--- src/mlon_pkg.sv ---
// ----------------------------------------------------------------------------
// mlon_pkg
// Shared types and codes of the mask lattice and outline node selector.
// ----------------------------------------------------------------------------
`timescale 1ns / 1ps

package mlon_pkg;

    localparam int CFG_W        = 11;
    localparam int CFG_INDEX_W  = 2;
    localparam int CELL_INDEX_W = 20;
    localparam int QUEUE_DEPTH  = 2;

    localparam logic [CFG_INDEX_W-1:0] REG_FRAME_WIDTH  = 2'd0;
    localparam logic [CFG_INDEX_W-1:0] REG_FRAME_HEIGHT = 2'd1;
    localparam logic [CFG_INDEX_W-1:0] REG_LATTICE_STEP = 2'd2;

    localparam logic OP_CELL  = 1'b0;
    localparam logic OP_DRAIN = 1'b1;

    // bit positions inside one column of the 3x3 window
    localparam int TRI_TOP = 0;
    localparam int TRI_MID = 1;
    localparam int TRI_BOT = 2;

    typedef struct packed {
        logic                    emit;
        logic                    shift;
        logic                    decide;
        logic                    lattice;
        logic                    done;
        logic                    top_ok;
        logic                    bot_ok;
        logic                    left_ok;
        logic                    right_ok;
        logic [2:0]              cur;
        logic [CELL_INDEX_W-1:0] index;
    } token_t;

endpackage

--- src/mlon_front.sv ---
// ----------------------------------------------------------------------------
// mlon_front
// Accepts items, tracks raster and decision positions, keeps the two-row
// column store and issues one classified token per item.
// ----------------------------------------------------------------------------
`timescale 1ns / 1ps

module mlon_front #(
    parameter int MAX_WIDTH  = 1024,
    parameter int MAX_HEIGHT = 1024
) (
    input  logic                             clk,
    input  logic                             rst_n,
    input  logic                             cfg_write_en,
    input  logic [mlon_pkg::CFG_INDEX_W-1:0] cfg_index,
    input  logic [mlon_pkg::CFG_W-1:0]       cfg_data,
    input  logic                             in_valid,
    output logic                             in_ready,
    input  logic                             operation,
    input  logic                             inside_req,
    input  logic                             q_full,
    output logic                             q_push,
    output mlon_pkg::token_t                 q_data
);
    import mlon_pkg::*;

    localparam int WW = $clog2(MAX_WIDTH + 1);
    localparam int HW = $clog2(MAX_HEIGHT + 1);
    localparam int RW = $clog2(MAX_HEIGHT + 2);
    localparam int AW = (MAX_WIDTH > 1) ? $clog2(MAX_WIDTH) : 1;
    localparam int DW = $clog2(MAX_WIDTH * MAX_HEIGHT + 1);

    function automatic logic [CFG_W-1:0] phase_inc(input logic [CFG_W-1:0] p,
                                                   input logic [CFG_W-1:0] s);
        logic [CFG_W:0] n;
        n = {1'b0, p} + {{CFG_W{1'b0}}, 1'b1};
        return (n >= {1'b0, s}) ? '0 : n[CFG_W-1:0];
    endfunction

    logic [CFG_W-1:0] width_cfg_reg;
    logic [CFG_W-1:0] height_cfg_reg;
    logic [CFG_W-1:0] step_cfg_reg;

    logic [WW-1:0]    w_eff;
    logic [HW-1:0]    h_eff;
    logic [CFG_W-1:0] step_eff;

    logic [WW-1:0]    in_column_reg, in_column_next;
    logic [RW-1:0]    in_row_reg, in_row_next;
    logic [WW-1:0]    dcol_reg, dcol_next;
    logic [HW-1:0]    drow_reg, drow_next;
    logic [CFG_W-1:0] cph_reg, cph_next;
    logic [CFG_W-1:0] rph_reg, rph_next;
    logic [DW-1:0]    dcount_reg, dcount_next;
    logic             inject_reg, inject_next;

    logic             s1_valid_reg, s1_valid_next;
    token_t           s1_tok_reg;

    logic [1:0]       line_mem [MAX_WIDTH];
    logic [1:0]       rd_raw_reg;
    logic             fwd_reg;
    logic [1:0]       fwd_data_reg;
    logic             wr_en_reg;
    logic [AW-1:0]    wr_addr_reg;
    logic             wr_inside_reg;
    logic [1:0]       rd_word;
    logic [1:0]       wr_data;
    logic [AW-1:0]    rd_addr;

    logic   cfg_hit;
    logic   s1_free;
    logic   fire_in;
    logic   fire;
    logic   access;
    logic   adv;
    logic   dec;
    logic   set_inject;
    logic   row_past;
    logic   last_col;
    logic   d_last_col;
    logic   d_last_row;
    token_t tok;

    assign cfg_hit = cfg_write_en && (cfg_index == REG_FRAME_WIDTH ||
                                      cfg_index == REG_FRAME_HEIGHT ||
                                      cfg_index == REG_LATTICE_STEP);

    always_comb
    begin
        if (width_cfg_reg == '0)
        begin
            w_eff = WW'(1);
        end
        else if (32'(width_cfg_reg) > MAX_WIDTH)
        begin
            w_eff = WW'(MAX_WIDTH);
        end
        else
        begin
            w_eff = WW'(width_cfg_reg);
        end
        if (height_cfg_reg == '0)
        begin
            h_eff = HW'(1);
        end
        else if (32'(height_cfg_reg) > MAX_HEIGHT)
        begin
            h_eff = HW'(MAX_HEIGHT);
        end
        else
        begin
            h_eff = HW'(height_cfg_reg);
        end
        step_eff = (step_cfg_reg == '0) ? CFG_W'(1) : step_cfg_reg;
    end

    always_ff @(posedge clk or negedge rst_n)
    begin
        if (!rst_n)
        begin
            width_cfg_reg  <= CFG_W'(1024);
            height_cfg_reg <= CFG_W'(1024);
            step_cfg_reg   <= CFG_W'(1);
        end
        else if (cfg_write_en)
        begin
            unique case (cfg_index)
                REG_FRAME_WIDTH:  width_cfg_reg  <= cfg_data;
                REG_FRAME_HEIGHT: height_cfg_reg <= cfg_data;
                REG_LATTICE_STEP: step_cfg_reg   <= cfg_data;
                default:          ;
            endcase
        end
    end

    assign s1_free  = !s1_valid_reg || !q_full;
    assign in_ready = !inject_reg && s1_free;
    assign fire_in  = in_valid && in_ready;
    assign fire     = fire_in || (inject_reg && s1_free);

    assign row_past   = in_row_reg >= RW'(h_eff);
    assign last_col   = in_column_reg == w_eff - WW'(1);
    assign d_last_col = dcol_reg == w_eff - WW'(1);
    assign d_last_row = drow_reg == h_eff - HW'(1);

    // classify
    always_comb
    begin
        tok        = '0;
        access     = 1'b0;
        adv        = 1'b0;
        dec        = 1'b0;
        set_inject = 1'b0;
        if (inject_reg)
        begin
            access    = 1'b1;
            adv       = 1'b1;
            tok.shift = 1'b1;
        end
        else
        begin
            tok.emit = 1'b1;
            unique case (operation)
                OP_CELL:
                begin
                    if (!row_past)
                    begin
                        access   = 1'b1;
                        adv      = 1'b1;
                        tok.shift = 1'b1;
                        tok.cur[TRI_BOT] = inside_req;
                        dec = (in_row_reg >= RW'(2)) ||
                              (in_row_reg == RW'(1) && in_column_reg != '0);
                        set_inject = (h_eff == HW'(1)) && last_col;
                    end
                end
                OP_DRAIN:
                begin
                    if (row_past)
                    begin
                        access    = 1'b1;
                        adv       = 1'b1;
                        tok.shift = 1'b1;
                        dec       = 1'b1;
                    end
                end
                default: ;
            endcase
        end
        if (dec)
        begin
            tok.decide   = 1'b1;
            tok.lattice  = (cph_reg == '0 || d_last_col) && (rph_reg == '0 || d_last_row);
            tok.done     = d_last_col && d_last_row;
            tok.top_ok   = drow_reg != '0;
            tok.bot_ok   = !d_last_row;
            tok.left_ok  = dcol_reg != '0;
            tok.right_ok = !d_last_col;
            tok.index    = CELL_INDEX_W'(dcount_reg);
        end
    end

    always_comb
    begin
        in_column_next = in_column_reg;
        in_row_next    = in_row_reg;
        dcol_next      = dcol_reg;
        drow_next      = drow_reg;
        cph_next       = cph_reg;
        rph_next       = rph_reg;
        dcount_next    = dcount_reg;
        inject_next    = inject_reg;
        if (cfg_hit || (fire && dec && tok.done))
        begin
            in_column_next = '0;
            in_row_next    = '0;
            dcol_next      = '0;
            drow_next      = '0;
            cph_next       = '0;
            rph_next       = '0;
            dcount_next    = '0;
            inject_next    = 1'b0;
        end
        else if (fire)
        begin
            inject_next = set_inject;
            if (adv)
            begin
                if (last_col)
                begin
                    in_column_next = '0;
                    in_row_next    = in_row_reg + RW'(1);
                end
                else
                begin
                    in_column_next = in_column_reg + WW'(1);
                end
            end
            if (dec)
            begin
                dcount_next = dcount_reg + DW'(1);
                if (d_last_col)
                begin
                    dcol_next = '0;
                    cph_next  = '0;
                    drow_next = drow_reg + HW'(1);
                    rph_next  = phase_inc(rph_reg, step_eff);
                end
                else
                begin
                    dcol_next = dcol_reg + WW'(1);
                    cph_next  = phase_inc(cph_reg, step_eff);
                end
            end
        end
    end

    always_ff @(posedge clk or negedge rst_n)
    begin
        if (!rst_n)
        begin
            in_column_reg <= '0;
            in_row_reg    <= '0;
            dcol_reg      <= '0;
            drow_reg      <= '0;
            cph_reg       <= '0;
            rph_reg       <= '0;
            dcount_reg    <= '0;
            inject_reg    <= 1'b0;
        end
        else
        begin
            in_column_reg <= in_column_next;
            in_row_reg    <= in_row_next;
            dcol_reg      <= dcol_next;
            drow_reg      <= drow_next;
            cph_reg       <= cph_next;
            rph_reg       <= rph_next;
            dcount_reg    <= dcount_next;
            inject_reg    <= inject_next;
        end
    end

    // column store: word[1] = previous row, word[0] = the row before it
    assign rd_addr = in_column_reg[AW-1:0];
    assign rd_word = fwd_reg ? fwd_data_reg : rd_raw_reg;
    assign wr_data = {wr_inside_reg, rd_word[1]};

    always_ff @(posedge clk)
    begin
        if (wr_en_reg)
        begin
            line_mem[wr_addr_reg] <= wr_data;
        end
        if (fire && access)
        begin
            rd_raw_reg <= line_mem[rd_addr];
        end
    end

    always_ff @(posedge clk)
    begin
        if (fire && access)
        begin
            fwd_data_reg  <= wr_data;
            wr_addr_reg   <= rd_addr;
            wr_inside_reg <= tok.cur[TRI_BOT];
        end
        if (fire)
        begin
            s1_tok_reg <= tok;
        end
    end

    always_ff @(posedge clk or negedge rst_n)
    begin
        if (!rst_n)
        begin
            wr_en_reg <= 1'b0;
            fwd_reg   <= 1'b0;
        end
        else
        begin
            wr_en_reg <= fire && access;
            if (fire && access)
            begin
                fwd_reg <= wr_en_reg && (wr_addr_reg == rd_addr);
            end
        end
    end

    assign q_push = s1_valid_reg && !q_full;

    always_comb
    begin
        s1_valid_next = s1_valid_reg;
        if (fire)
        begin
            s1_valid_next = 1'b1;
        end
        else if (q_push)
        begin
            s1_valid_next = 1'b0;
        end
    end

    always_ff @(posedge clk or negedge rst_n)
    begin
        if (!rst_n)
        begin
            s1_valid_reg <= 1'b0;
        end
        else
        begin
            s1_valid_reg <= s1_valid_next;
        end
    end

    always_comb
    begin
        q_data = s1_tok_reg;
        q_data.cur[TRI_TOP] = rd_word[0];
        q_data.cur[TRI_MID] = rd_word[1];
    end

    a_cfg_restart: assert property (@(posedge clk) disable iff (!rst_n)
        cfg_hit |=> (in_row_reg == '0 && dcount_reg == '0 && !inject_reg))
        else $error("config write did not restart the frame");

    a_done_restart: assert property (@(posedge clk) disable iff (!rst_n)
        (fire && dec && tok.done) |=> (in_row_reg == '0 && in_column_reg == '0))
        else $error("frame end did not clear the raster position");

    a_col_range: assert property (@(posedge clk) disable iff (!rst_n)
        (in_column_reg < w_eff) && (dcol_reg < w_eff))
        else $error("column counter beyond frame width");

endmodule

--- src/mlon_queue.sv ---
// ----------------------------------------------------------------------------
// mlon_queue
// Short token queue between the front and the back.
// ----------------------------------------------------------------------------
`timescale 1ns / 1ps

module mlon_queue (
    input  logic             clk,
    input  logic             rst_n,
    input  logic             push,
    input  mlon_pkg::token_t push_data,
    output logic             full,
    input  logic             pop,
    output logic             not_empty,
    output mlon_pkg::token_t pop_data
);
    import mlon_pkg::*;

    localparam int PW = (QUEUE_DEPTH > 1) ? $clog2(QUEUE_DEPTH) : 1;
    localparam int CW = $clog2(QUEUE_DEPTH + 1);

    token_t        entry_reg [QUEUE_DEPTH];
    logic [PW-1:0] wr_ptr_reg, wr_ptr_next;
    logic [PW-1:0] rd_ptr_reg, rd_ptr_next;
    logic [CW-1:0] count_reg, count_next;

    assign full      = count_reg == CW'(QUEUE_DEPTH);
    assign not_empty = count_reg != '0;
    assign pop_data  = entry_reg[rd_ptr_reg];

    always_comb
    begin
        wr_ptr_next = wr_ptr_reg;
        rd_ptr_next = rd_ptr_reg;
        count_next  = count_reg;
        if (push)
        begin
            wr_ptr_next = (wr_ptr_reg == PW'(QUEUE_DEPTH - 1)) ? '0 : wr_ptr_reg + PW'(1);
        end
        if (pop)
        begin
            rd_ptr_next = (rd_ptr_reg == PW'(QUEUE_DEPTH - 1)) ? '0 : rd_ptr_reg + PW'(1);
        end
        if (push && !pop)
        begin
            count_next = count_reg + CW'(1);
        end
        else if (pop && !push)
        begin
            count_next = count_reg - CW'(1);
        end
    end

    always_ff @(posedge clk)
    begin
        if (push)
        begin
            entry_reg[wr_ptr_reg] <= push_data;
        end
    end

    always_ff @(posedge clk or negedge rst_n)
    begin
        if (!rst_n)
        begin
            wr_ptr_reg <= '0;
            rd_ptr_reg <= '0;
            count_reg  <= '0;
        end
        else
        begin
            wr_ptr_reg <= wr_ptr_next;
            rd_ptr_reg <= rd_ptr_next;
            count_reg  <= count_next;
        end
    end

    a_no_overflow: assert property (@(posedge clk) disable iff (!rst_n)
        !(push && full && !pop))
        else $error("token queue overflow");

    a_no_underflow: assert property (@(posedge clk) disable iff (!rst_n)
        !(pop && !not_empty))
        else $error("token queue underflow");

    a_count_range: assert property (@(posedge clk) disable iff (!rst_n)
        count_reg <= CW'(QUEUE_DEPTH))
        else $error("token queue count out of range");

endmodule

--- src/mlon_back.sv ---
// ----------------------------------------------------------------------------
// mlon_back
// Holds the 3x3 window columns, decides node status and drives the
// result register.
// ----------------------------------------------------------------------------
`timescale 1ns / 1ps

module mlon_back (
    input  logic                              clk,
    input  logic                              rst_n,
    input  logic                              q_valid,
    input  mlon_pkg::token_t                  q_data,
    output logic                              q_pop,
    output logic                              out_valid,
    input  logic                              out_ready,
    output logic                              decided,
    output logic                              is_node,
    output logic [mlon_pkg::CELL_INDEX_W-1:0] cell_index,
    output logic                              frame_done
);
    import mlon_pkg::*;

    logic [2:0] s0_reg;
    logic [2:0] s1_reg;
    logic       out_valid_reg, out_valid_next;
    logic       decided_reg;
    logic       is_node_reg;
    logic       frame_done_reg;
    logic [CELL_INDEX_W-1:0] cell_index_reg;

    logic [2:0] col_l;
    logic [2:0] col_c;
    logic [2:0] col_r;
    logic       outline;
    logic       node;

    assign col_l = s1_reg;
    assign col_c = s0_reg;
    assign col_r = q_data.cur;

    // any in-bounds neighbour outside the region
    always_comb
    begin
        outline = (q_data.top_ok && q_data.left_ok  && !col_l[TRI_TOP]) ||
                  (q_data.top_ok                    && !col_c[TRI_TOP]) ||
                  (q_data.top_ok && q_data.right_ok && !col_r[TRI_TOP]) ||
                  (q_data.left_ok                   && !col_l[TRI_MID]) ||
                  (q_data.right_ok                  && !col_r[TRI_MID]) ||
                  (q_data.bot_ok && q_data.left_ok  && !col_l[TRI_BOT]) ||
                  (q_data.bot_ok                    && !col_c[TRI_BOT]) ||
                  (q_data.bot_ok && q_data.right_ok && !col_r[TRI_BOT]);
        node = col_c[TRI_MID] && (q_data.lattice || outline);
    end

    assign q_pop = q_valid && (!out_valid_reg || out_ready);

    always_comb
    begin
        out_valid_next = out_valid_reg;
        if (q_pop)
        begin
            out_valid_next = q_data.emit;
        end
        else if (out_ready)
        begin
            out_valid_next = 1'b0;
        end
    end

    always_ff @(posedge clk or negedge rst_n)
    begin
        if (!rst_n)
        begin
            out_valid_reg <= 1'b0;
        end
        else
        begin
            out_valid_reg <= out_valid_next;
        end
    end

    always_ff @(posedge clk)
    begin
        if (q_pop)
        begin
            decided_reg    <= q_data.decide;
            is_node_reg    <= q_data.decide && node;
            frame_done_reg <= q_data.decide && q_data.done;
            cell_index_reg <= q_data.index;
            if (q_data.shift)
            begin
                s1_reg <= s0_reg;
                s0_reg <= col_r;
            end
        end
    end

    assign out_valid  = out_valid_reg;
    assign decided    = decided_reg;
    assign is_node    = is_node_reg;
    assign frame_done = frame_done_reg;
    assign cell_index = cell_index_reg;

    a_emit_shows: assert property (@(posedge clk) disable iff (!rst_n)
        (q_pop && q_data.emit) |=> out_valid_reg)
        else $error("emitted token produced no result");

    a_done_decided: assert property (@(posedge clk) disable iff (!rst_n)
        (out_valid_reg && frame_done_reg) |-> decided_reg)
        else $error("frame end without a decision");

    a_out_hold: assert property (@(posedge clk) disable iff (!rst_n)
        (out_valid_reg && !out_ready) |=> (out_valid_reg && $stable(decided_reg) &&
            $stable(is_node_reg) && $stable(cell_index_reg) && $stable(frame_done_reg)))
        else $error("result item changed while waiting");

endmodule

--- src/mask_lattice_and_outline_nodes_top.sv ---
// ----------------------------------------------------------------------------
// mask_lattice_and_outline_nodes_top
// One item per cycle while in_ready is high; results pass the front stage,
// queue and result register. A one-row frame's last cell adds a window-fill
// token. Reset clears all counters and loads width 1024, height 1024, step 1.
// ----------------------------------------------------------------------------
`timescale 1ns / 1ps

module mask_lattice_and_outline_nodes_top #(
    parameter int MAX_WIDTH  = 1024,
    parameter int MAX_HEIGHT = 1024
) (
    input  logic                              clk,
    input  logic                              rst_n,
    input  logic                              cfg_write_en,
    input  logic [mlon_pkg::CFG_INDEX_W-1:0]  cfg_index,
    input  logic [mlon_pkg::CFG_W-1:0]        cfg_data,
    input  logic                              in_valid,
    output logic                              in_ready,
    input  logic                              operation,
    input  logic                              inside_req,
    output logic                              out_valid,
    input  logic                              out_ready,
    output logic                              decided,
    output logic                              is_node,
    output logic [mlon_pkg::CELL_INDEX_W-1:0] cell_index,
    output logic                              frame_done
);
    import mlon_pkg::*;

    logic   q_push;
    logic   q_full;
    logic   q_pop;
    logic   q_valid;
    token_t push_tok;
    token_t pop_tok;

    mlon_front #(
        .MAX_WIDTH  (MAX_WIDTH),
        .MAX_HEIGHT (MAX_HEIGHT)
    ) u_front (
        .clk          (clk),
        .rst_n        (rst_n),
        .cfg_write_en (cfg_write_en),
        .cfg_index    (cfg_index),
        .cfg_data     (cfg_data),
        .in_valid     (in_valid),
        .in_ready     (in_ready),
        .operation    (operation),
        .inside_req   (inside_req),
        .q_full       (q_full),
        .q_push       (q_push),
        .q_data       (push_tok)
    );

    mlon_queue u_queue (
        .clk       (clk),
        .rst_n     (rst_n),
        .push      (q_push),
        .push_data (push_tok),
        .full      (q_full),
        .pop       (q_pop),
        .not_empty (q_valid),
        .pop_data  (pop_tok)
    );

    mlon_back u_back (
        .clk        (clk),
        .rst_n      (rst_n),
        .q_valid    (q_valid),
        .q_data     (pop_tok),
        .q_pop      (q_pop),
        .out_valid  (out_valid),
        .out_ready  (out_ready),
        .decided    (decided),
        .is_node    (is_node),
        .cell_index (cell_index),
        .frame_done (frame_done)
    );

endmodule

--- config.mk ---
export PLATFORM = sky130hd
export DESIGN_NAME = mask_lattice_and_outline_nodes_top
export DESIGN_NICKNAME = d
export VERILOG_FILES = /design/src/mlon_pkg.sv /design/src/mlon_front.sv /design/src/mlon_queue.sv /design/src/mlon_back.sv /design/src/mask_lattice_and_outline_nodes_top.sv
export SDC_FILE = /design/constraint.sdc
export NUM_CORES = 2
export LEC_CHECK = 0
export BUFFER_PORTS_ARGS = -buffer_cell sky130_fd_sc_hd__buf_4
export CAP_MARGIN = 0
export CORE_ASPECT_RATIO = 1.75
export CORE_MARGIN = 2
export CORE_UTILIZATION = 55
export CTS_CLUSTER_SIZE = 16
export DETAILED_ROUTE_END_ITERATION = 12
export GPL_ROUTABILITY_DRIVEN = 0
export PLACE_DENSITY = 0.73
export SYNTH_ARGS = -nofsm -noshare
export SYNTH_HDL_FRONTEND = slang
export SYNTH_SLANG_ARGS = --single-unit
--- constraint.sdc ---
create_clock -name clk -period 13.9 [get_ports clk]
set_input_delay 0.695 -clock clk [delete_from_list [all_inputs] [get_ports clk]]
set_output_delay 0.695 -clock clk [all_outputs]
set_load 0.01 [all_outputs]
; Word-level counts from Yosys, hierarchy flattened
; Memories as Yosys holds them, arrays and structs flattened. A register that Yosys moved wholly into a read port is not among the register bits.
; Index checks and enable logic that the tools add are counted.
[word_totals]
register_bits = 201
input_bits = 20
wordCells = 223
mem_count = 2
ramBits = 2112
[op_classes]
n_eq_ne = 9
reduce_logical = 90
n_addsub = 13
n_lt_le_gt_ge = 6
bitwise = 1
n_mux = 64
[mem_list]
columns = name, depth, word_bits, read_ports, rd_clocked_by_memory_dff, wr, line_no
row1 = u_front.line_mem, 1024, 2, 1, 1, 1, mlon_front.sv:60  ; logic [1:0] line_mem [MAX_WIDTH];
row2 = u_queue.entry_reg, 2, 32, 1, 0, 1, mlon_queue.sv:22  ; token_t entry_reg [QUEUE_DEPTH];
[op_table]
columns = operator, n
row1 = $mux W11, 31
row2 = $mux W21, 3
row3 = $logic_not A11 Y1, 5
row4 = $add A11 B1 Y11 const B, 4
row5 = $eq A11 B11 Y1, 3
row6 = $reduce_bool A11 Y1, 3
row7 = $logic_and A1 B1 Y1, 31
row8 = $add A11 B1 Y12 const B, 2
row9 = $ge A12 B11 Y1, 2
row10 = $mux W1, 24
row11 = $eq A11 B1 Y1 const B, 2
row12 = $gt A11 B11 Y1 const B, 2
row13 = $sub A11 B1 Y11 const B, 2
row14 = $add A21 B1 Y21 const B, 1
row15 = $reduce_bool A2 Y1, 9
row16 = $logic_or A1 B1 Y1, 17
row17 = $logic_not A1 Y1, 16
row18 = $reduce_and A2 Y1, 6
row19 = $ge A11 B11 Y1, 1
row20 = $ge A11 B2 Y1 const B, 1
row21 = $eq A10 B10 Y1, 1
row22 = $mux W7, 1
row23 = $mux W2, 3
row24 = $reduce_and A3 Y1, 2
row25 = 8 further kinds, 11

; Depth between registers and ports, before layout
; An unclocked memory read counts as a cell.
[logic_depth]
word_depth = 13
mapped_depth = 17

; By module
; From an unflattened synthesis, not the netlist that was laid out.
[hier_totals]
cells_unflattened = 5814
area_unflattened_um2 = 96396.2
[by_module_without_submodules]
columns = mod, seq_area_each_um2, instances, area_per_inst_um2, cells_per_inst
row1 = mlon_front, 65932.0, 1, 92741.4, 5651
row2 = mlon_queue, 2021.9, 1, 2651.3, 116
row3 = mlon_back, 895.9, 1, 1003.5, 47

; Least setup slack after synthesis
; No wires, ideal clock.
[synth_timing]
kind = register to register
from = register u_front.wr_inside_reg
to = register u_front.fwd_data_reg[1], data pin
t_arrival_ps = 12029
slack_ps = -802
required_time_ps = 11227
path_stages_with_launch = 1
path_cell_list = edfxtp_1
[synth_rtl]
columns = item, line_no
row1 = "start, declared", mlon_front.sv:66  ; logic wr_inside_reg;
row2 = "start signal, assigned", mlon_front.sv:308  ; wr_inside_reg <= tok.cur[TRI_BOT];
row3 = "end signal, assigned", mlon_front.sv:306  ; fwd_data_reg <= wr_data;
row4 = "end, declared", mlon_front.sv:63  ; logic [1:0] fwd_data_reg;
; No word-level cell between the ends.

==> run metrics <==
Synth Area in Simple Gates 0.0739; Iteration-0 DRC Markers 7027; Synth area leader edfxtp_1; Die W 320 um; vias in the first global route 54220; post-DP HPWL 137000 um; area grow syn2layout 9.22%; Syn Area/Cell 17.0 um^2; M2 GR Usage 0.485; die area 178000 um^2; Reg area 68900 um^2; proportion of layout cells with a drive suffix above 1 0.200; CTS max path bufs 4; Seq/Total Area, Yosys 0.716; DR vias/cell 6.67; Yosys reg bits 2314; CP arrival 6.64 ns; worst slew pin tran 1.32 ns; Worst setup EP type flop; Num Clock Sinks 2314; cells after synthesis 5662; synth top area cells edfxtp_1 68%, mux4_2 13%, nor2_1 4.4%, dfrtp_1 3.3%, clkbuf_1 1.1%; Startpoint Class flop; Critical Path Fanout Max 101; Final period util 0.437; max reg flops 2048; Final #Nets 5631; total gr overflow 0; post-synth net total 5733; CP Class reg2reg; Hold Path End u_front.s1_valid_reg$_DFFE_PN0P_; first-pass GRT wire length 359000 um; Power Internal 0.0122 W; min-delay src in_valid; asr flop ratio synth 0.0553; mux contribution to synthesized area 0.143; Max-slew headroom 0.122; Adder-Cell Fraction of Synth Area 0.00664; Pleak 31.9 nW; max cap viols 0; Hold Path Depth 3; Max IR drop VDD 129 uV; WL/cell 31.3 um; Die Span Y 557 um; DRT Pass-1 Iters 6; sequential share of power 0.493; starting density of the core 0.552; Worst-Skew Late Latency 0.84 ns; routed vias 53107; sw frac 0.257; htree depth 4; Post-CTS Setup Inserts 0; Port Buffers 44; share of total power in combinational logic 0.184; synth unique cells 88; Reg clk slew, reported paths 0.07 ns; Slew Limit Fails 0; fill count 12348; Final setup viols 0; worst clock skew 0.0423 ns; outcome finished, final reports clean; PwrDens 157 nW/um^2; Multi-input gate area 25800 um^2; core area 174000 um^2; Synth Flop Type edfxtp_1; FMAX 164 MHz; Synth Area in Compound Gates 0.0318; Reg2Reg Depth 10; post-route minimum period 6.08 ns; Switching Power 0.00424 W; DRT Wirelength 250000 um; FF-to-FF End u_front.rd_raw_reg[1]$_DFFE_PP_; largest net degree at the start of global routing 267; largest family of logic cells by synthesized area multiplexers; clock network fraction of total power 0.323; internal reg-to-reg setup slack 7.82 ns; Inserted Clock Buffers 196; Synth top area share 0.683; Pwr Total 0.0165 W; pre-CTS WS 7.95 ns; Core Rows 203; busiest grt layer met2; synthesized area 96100 um^2; EDFF count, synth 2186; CTS tree yes; RSZ-0062 raised after global routing false; initial antenna violation count 5; Final WS setup 7.82 ns; DRC 0; Synth Area in XOR/XNOR 0.00798; M1 GR Usage 0.330; CTS Root Cell clkbuf_16; RR Startpoint u_front.in_column_reg[1]$_DFFE_PN0P_; grt met3 use 0.0412; # IOs 45; CP required 14.46 ns; Hold Fails Final Rpt 0; antenna-violating nets left 0; Global Route Usage Sum 0.279; Ys Warns 0; worst min path class in2reg; cts repair resizes 0
[critical path: stages, from the launching register on]
cell and delay, ns:
dfrtp_4 0.91, buf_12 0.48, buf_4 0.66, buf_4 0.69, mux4_2 0.43, mux4_2 0.49
a22oi_1 0.32, a21oi_1 0.23, nor3_1 0.97, a21oi_1 0.18, o311a_1 0.17
[metal layers]
metal / wire length [um] / share of wire
met1: 81700 / 0.33
met2: 129000 / 0.52
met3: 21800 / 0.087
met4: 16900 / 0.068
met5: 40 / 0.00016
[power by group through the flow]
stage / sequential, W / clock (W) / combinational (W)
final: 0.00812 / 0.00533 / 0.00303
after global routing: 0.00813 / 0.00560 / 0.00320
after CTS: 0.00811 / 0.00536 / 0.00305
after detailed placement: 0.00826 / 0 / 0.00304
after global placement: 0.00825 / 0 / 0.00300
after floorplan: 0.00841 / 0 / 0.00215
[cell type report]
class | instances | share of cell area
inverters | 49 | 0.00180
repair buffers | 142 | 0.0115
flip-flops and latches | 2314 | 0.656
multi-input cells | 2857 | 0.246
diodes | 2 | 0.0000477
well taps | 2255 | 0.0269
clock buffers | 235 | 0.0493
clock inverters | 112 | 0.00837
[Yosys cell counts, drive strengths merged, types with 40 or more instances]
library cell / count
inv: 48
nand3: 72
dfrtp: 125
a22o: 45
xnor2: 56
nand2: 155
clkbuf: 280
nor2: 1133
buf: 162
edfxtp: 2186
ha: 51
nor3: 65
a221oi: 40
mux2: 65
o21ai: 40
a22oi: 79
mux4: 573
a21oi: 82
[cells in the final DEF, fill, tap and decap left out, types with 25 or more instances in the layout]
master	synthesis	routed
a21oi_1	82	81
a221oi_1	40	40
a22o_1	45	45
a22oi_1	79	79
and2_1	28	27
buf_4	1	129
clkbuf_1	280	32
clkbuf_16	0	201
clkinv_1	1	49
clkinv_2	0	35
dfrtp_1	125	121
edfxtp_1	2186	2186
ha_1	51	51
inv_1	46	46
mux2_2	64	63
mux4_2	573	573
nand2_1	155	155
nand3_1	72	40
nand3_4	0	32
nor2_1	1132	1125
nor3_1	63	62
nor4_1	26	25
o21ai_0	40	40
xnor2_1	56	56
xor2_1	29	29
[worst max-delay path by stage]
stage,startpoint,endpoint
2_1_floorplan,u_front.wr_inside_reg$_DFFE_PP_,u_front.fwd_data_reg[1]$_DFFE_PP_
3_3_place_gp,u_front.in_column_reg[0]$_DFFE_PN0P_,u_front.rd_raw_reg[1]$_DFFE_PP_
3_5_place_dp,u_front.in_column_reg[1]$_DFFE_PN0P_,u_front.rd_raw_reg[1]$_DFFE_PP_
4_1_cts,u_front.in_column_reg[1]$_DFFE_PN0P_,u_front.rd_raw_reg[1]$_DFFE_PP_
5_1_grt,u_front.in_column_reg[0]$_DFFE_PN0P_,u_front.rd_raw_reg[1]$_DFFE_PP_
6_report,u_front.in_column_reg[1]$_DFFE_PN0P_,u_front.rd_raw_reg[1]$_DFFE_PP_
[through the flow]
stage	utilization	std cells	hold slack [ns]	TNS [ns]	area, um^2
final	0.602	7966	0.133	0	105000
after CTS	0.602	7964	0.0983	0	105000
after global placement	0.568	7616	0.422	0	98900
after detailed placement	0.568	7616	0.431	0	98900
after global routing	0.602	7965	0.130	0	105000
after floorplan	-	5662	0.399	-821.89	96100
[what timing repair did]
action | in CTS | in global routing
hold buffers | 1 | 0
endpoints found under the hold margin | 73 | 0
setup endpoints to repair | 0 | 0
[cell families (layout without fill, tap and decap cells)]
group | Yosys count | count (layout)
xor gates and xnor gates | 86 | 86
buffers and inverters | 491 | 538
other | 0 | 2
and+or+nand+nor | 1649 | 1649
DFF | 2314 | 2314
adders and majority gates | 51 | 51
AOI/OAI and AO/OA | 421 | 421
muxes | 650 | 650
(Power assumes the default switching activity.)
